File: src/crl_ram.sv
`timescale 1ns / 1ps
// ----------------------------------------------------------------------------
// crl_ram
// Generic RAM: one write port, two registered read ports (read before write).
// ----------------------------------------------------------------------------
module crl_ram #(
  parameter int WIDTH = 96,
  parameter int DEPTH = 16
) (
  input  logic                     clk,
  input  logic                     we,
  input  logic [$clog2(DEPTH)-1:0] waddr,
  input  logic [WIDTH-1:0]         wdata,
  input  logic [$clog2(DEPTH)-1:0] raddr_a,
  input  logic [$clog2(DEPTH)-1:0] raddr_b,
  output logic [WIDTH-1:0]         rdata_a,
  output logic [WIDTH-1:0]         rdata_b
);

  logic [WIDTH-1:0] mem [DEPTH];

  always_ff @(posedge clk) begin
    if (we) begin
      mem[waddr] <= wdata;
    end
    rdata_a <= mem[raddr_a];
    rdata_b <= mem[raddr_b];
  end

endmodule

File: config.mk
export PLATFORM = sky130hd
export DESIGN_NAME = crl_ram
export DESIGN_NICKNAME = d
export VERILOG_FILES = /design/src/crl_ram.sv
export SDC_FILE = /design/constraint.sdc
export NUM_CORES = 1
export LEC_CHECK = 0
export CORE_MARGIN = 3
export CORE_UTILIZATION = 38
export CTS_CLUSTER_DIAMETER = 60
export DETAILED_ROUTE_END_ITERATION = 8
export DONT_BUFFER_PORTS = 1
export GPL_TIMING_DRIVEN = 0
export PLACE_DENSITY_LB_ADDON = 0.15
export REMOVE_ABC_BUFFERS = 1
export SYNTH_ARGS = -nofsm -noshare
export SYNTH_HDL_FRONTEND = slang
export SYNTH_SLANG_ARGS = --single-unit
export TNS_END_PERCENT = 50
File: constraint.sdc
create_clock -name clk -period 11 [get_ports clk]
set_input_delay 0.55 -clock clk [delete_from_list [all_inputs] [get_ports clk]]
set_output_delay 0.55 -clock clk [all_outputs]
set_load 0.02 [all_outputs]
## After elaboration in Yosys (flattened, before gate mapping)

Memories as Yosys holds them, arrays and structs flattened. A register that Yosys moved wholly into a read port is not among the register bits.
Cells that the tools add are included.

| word-level totals | value |
|---|---|
| flip-flop bits (word level) | 0 |
| RAM bits | 1536 |
| output and inout bits | 192 |
| word-level logic and storage cells | 3 |
| memories kept | 1 |

| cells by class | value |
|---|---|
| muxes and demuxes | 2 |

Memory list:

| name | depth | width | rd ports | clocked after memory_dff | wr ports | line | text |
|---|---|---|---|---|---|---|---|
| mem | 16 | 96 | 2 | 2 | 1 | 20 | `logic [WIDTH-1:0] mem [DEPTH];` |

Operator list:

| operator | number |
|---|---|
| 1-bit 2-to-1 mux | 2 |

## Longest topological paths before layout

| depth | value |
|---|---|
| word-level depth | 2 |
| depth in mapped cells | 6 |
| mapped depth without buffers | 3 |

## Worst setup path after synthesis

No wires, ideal clock.

| path | value |
|---|---|
| path kind | input to register |
| from | input waddr[2] |
| to | memory mem[0][0] (enable) |
| library setup time | 0.670 ns |
| arrival time | 7.558 ns |
| data required time | 10.330 ns |
| path slack | 2.772 ns |
| stages on the path | 2 |
| path buffers | 0 |
| cells stage by stage | or3b_2 nor3_1 |

RTL lines:

| element | line | text |
|---|---|---|
| from (decl) | 12 | `input logic [$clog2(DEPTH)-1:0] waddr,` |
| to (decl) | 20 |  |

No word-level cell before the write port.

## Worst setup path in the final report

| path | value |
|---|---|
| from | input waddr[1] |
| to | memory mem[0][21] (enable) |

No word-level cell before the write port.

==> impl_metrics.yaml <==
worst_setup_path:
  cp_data_arrival_time_ps: 3280
  crit_type: "in2reg"
  path_common_cell: "buf_8"
  worstPathCellList: "dlygate4sd3_1 -> nor3_2 -> buf_8 -> buf_4 -> buf_8 -> buf_6 -> buf_6 -> buf_8"
  end_kind: "register"
  cp_slowest_cell: "nor3_2"
  cp_max_fo: 7
  worstSetupStartpointType: "input port"
  slowest_delay_ps: 870
  crit_required_ps: 11510
  path_buf_inv: 7
  cp_top_family: "buffers and inverters"
global_route:
  grt_use_met1_pct: 25.7
  grt_max_degree: 385
  grt_use_met2_pct: 38.2
  globalRouteOverflowTotal: 0
  antenna_found_initial: 21
  first_global_vias: 41400
  use_met3_pct: 3.83
  grt_util_all_layers_pct: 21.3
  grt_pass1_wl_um: 300000
  grt_busiest_layer: "met2"
clock_tree:
  cts_tree: "yes"
  path_clk_slew_ps: 60
  clkSinkCount: 1728
  cts_setup_buffers: 0
  htreeDepth: 4
  root_buffer: "clkbuf_16"
  worstSkewPairLatency_ps: 820
  cts_resized: 0
  clockBufferDepth: 3
  cts_buffers: 197
  hold_buffers: 100
routing:
  firstDrtPassIters: 5
  avgRoutedWirePerCell_um: 33.4
  drt-initial-drc-count: 3179
  vias: 37300
  route.detailed.drc: 0
  ant_nets: 0
  wirelength_um: 209000
  vias_per_cell: 5.96
synthesis:
  yosysWarnings: 0
  synth.distinct_cells: 18
  syn_inst: 3361
  avgSynthCellArea_um2: 21.5
  syn_area_um2: 72400
  yosysSeqAreaShare_pct: 69.0
  synth_seq_cells: 1728
floorplan:
  die_area_um2: 196000
  fp.dieW_um: 443
  num_rows: 159
  die_h_um: 443
  pin_count: 302
  start_util_pct: 38.4
  core-area_um2: 189000
pwr:
  p_leak_nw: 27.0
  max-vdd-ir-drop_uv: 120
  powerDensity_nw_per_um2: 176
timing:
  rsz0062_at_grt: "false"
  holdWs_ps: 92.9
  min_period_ps: 2770
  slew_violations: 250
  fmax_mhz: 361
  finalCritPeriodShare_pct: 25.2
  hold_viol: 0
  worstMarginPinSlew_ps: 1920
  fin_tns_setup_ps: 0
  setup_viol: 0
  finClkSkew_ps: 26.2
  slew_headroom_pct: -28.0
hold_path:
  min_path_type: "in2reg"
finish:
  finalInstanceArea_um2: 85100
  multi_input_area_um2: 21200
  final_common_cell: "edfxtp_1"
  final_cell_mix: "1536 x edfxtp_1, 768 x mux4_2, 384 x a22oi_1, 204 x clkbuf_16, 193 x nand2_1"
  ff_latch_area_um2: 50000
  drive_gt1_share_pct: 34.1
  fill_cells: 15600
  fin_cells: 6257
  area_delta_synth_final_pct: 17.5
  nets: 3691
run:
  maxCapViolCount: 0
run_status:
  status: "finished with violations"
  violations: "max-slew violations"
placed_design:
  gp_congestion: 0.686
  dp.cells: 5774
  dp.final_hpwl_um: 128000
  place_area_um2: 77500
  port_buffers: 0
power by group:
group          switching (W)  internal, W  leakage (nW)
combinational       0.000440     0.000471          8.38
sequential          0.000221      0.00735          15.5
clock                0.00265      0.00385          3.17
total                0.00331       0.0117          27.0
kinds of logic (layout without fill, tap and decap cells):
group	count (synthesis)	in the layout	synth area share, %
simple gates	223	223	1.21
buf+inv	258	651	1.94
other cells	0	8	0
mux	768	768	23.9
flops	1728	1728	69.0
compound gates	384	384	3.98
metal layers:
layer  vias up  part of all wire, %
met3       447                  5.7
li1      15200                    -
met5         -                0.022
met1     20300                   37
met2      1410                   53
met4         8                  3.6
worst reg2reg max path, delay by kind of cell (launching register included):
kind            cells  cell delay, ps
mux                 1             480
compound gates      1             270
simple gates        1             210
flops               1             390
sequential cells by signal, summed over array words and instances, names as in the netlist:
| register | flops |
|---|---|
| rdata_b | 96 |
| mem | 1536 |
| rdata_a | 96 |
stage by stage:
| step | setup slack (ps) | total power, W | util, % |
|---|---|---|---|
| floorplan | 2770 | 0.00816 | - |
| global placement | -9890 | 0.00845 | 39.3 |
| detailed placement | 7530 | 0.00847 | 41.1 |
| CTS | 8320 | 0.0151 | 45.1 |
| global route | 8130 | 0.0155 | 45.1 |
| finish | 8230 | 0.0150 | 45.1 |
cell usage after synthesis (all sizes together):
library cell | number | area, um2
or3b | 1 | 8.76
nand2 | 193 | 724
a22oi | 384 | 2880
nand3b | 2 | 15.0
edfxtp | 1536 | 46100
nand2b | 2 | 12.5
nor2b | 4 | 25.0
buf | 159 | 1030
nor3 | 4 | 20.0
and2 | 2 | 12.5
clkbuf | 99 | 372
nand3 | 1 | 5.00
mux4 | 768 | 17300
nor2 | 14 | 52.6
dfxtp | 192 | 3840
path summary, 6_finish.rpt:
path                                             from                   end  slack, ps  cells after the start
worst max-delay path                         waddr[1]  mem[0][21]$_DFFE_PP_       8230                      8
worst min-delay path                       raddr_b[2]   rdata_b[42]$_DFF_P_         90                      3
worst max register to register  mem[10][27]$_DFFE_PP_   rdata_a[27]$_DFF_P_       9490                      3
worst min register to register  mem[14][80]$_DFFE_PP_   rdata_a[80]$_DFF_P_        690                      3
final cells by class:
cell class | count | area share (%)
clock buffers | 266 | 6.51
well taps | 2495 | 3.67
repair buffers | 279 | 4.98
multi-input cells | 1375 | 24.9
clock inverters | 106 | 1.16
diodes | 8 | 0.0235
flip-flops and latches | 1728 | 58.7
(Power assumes the default switching activity.)
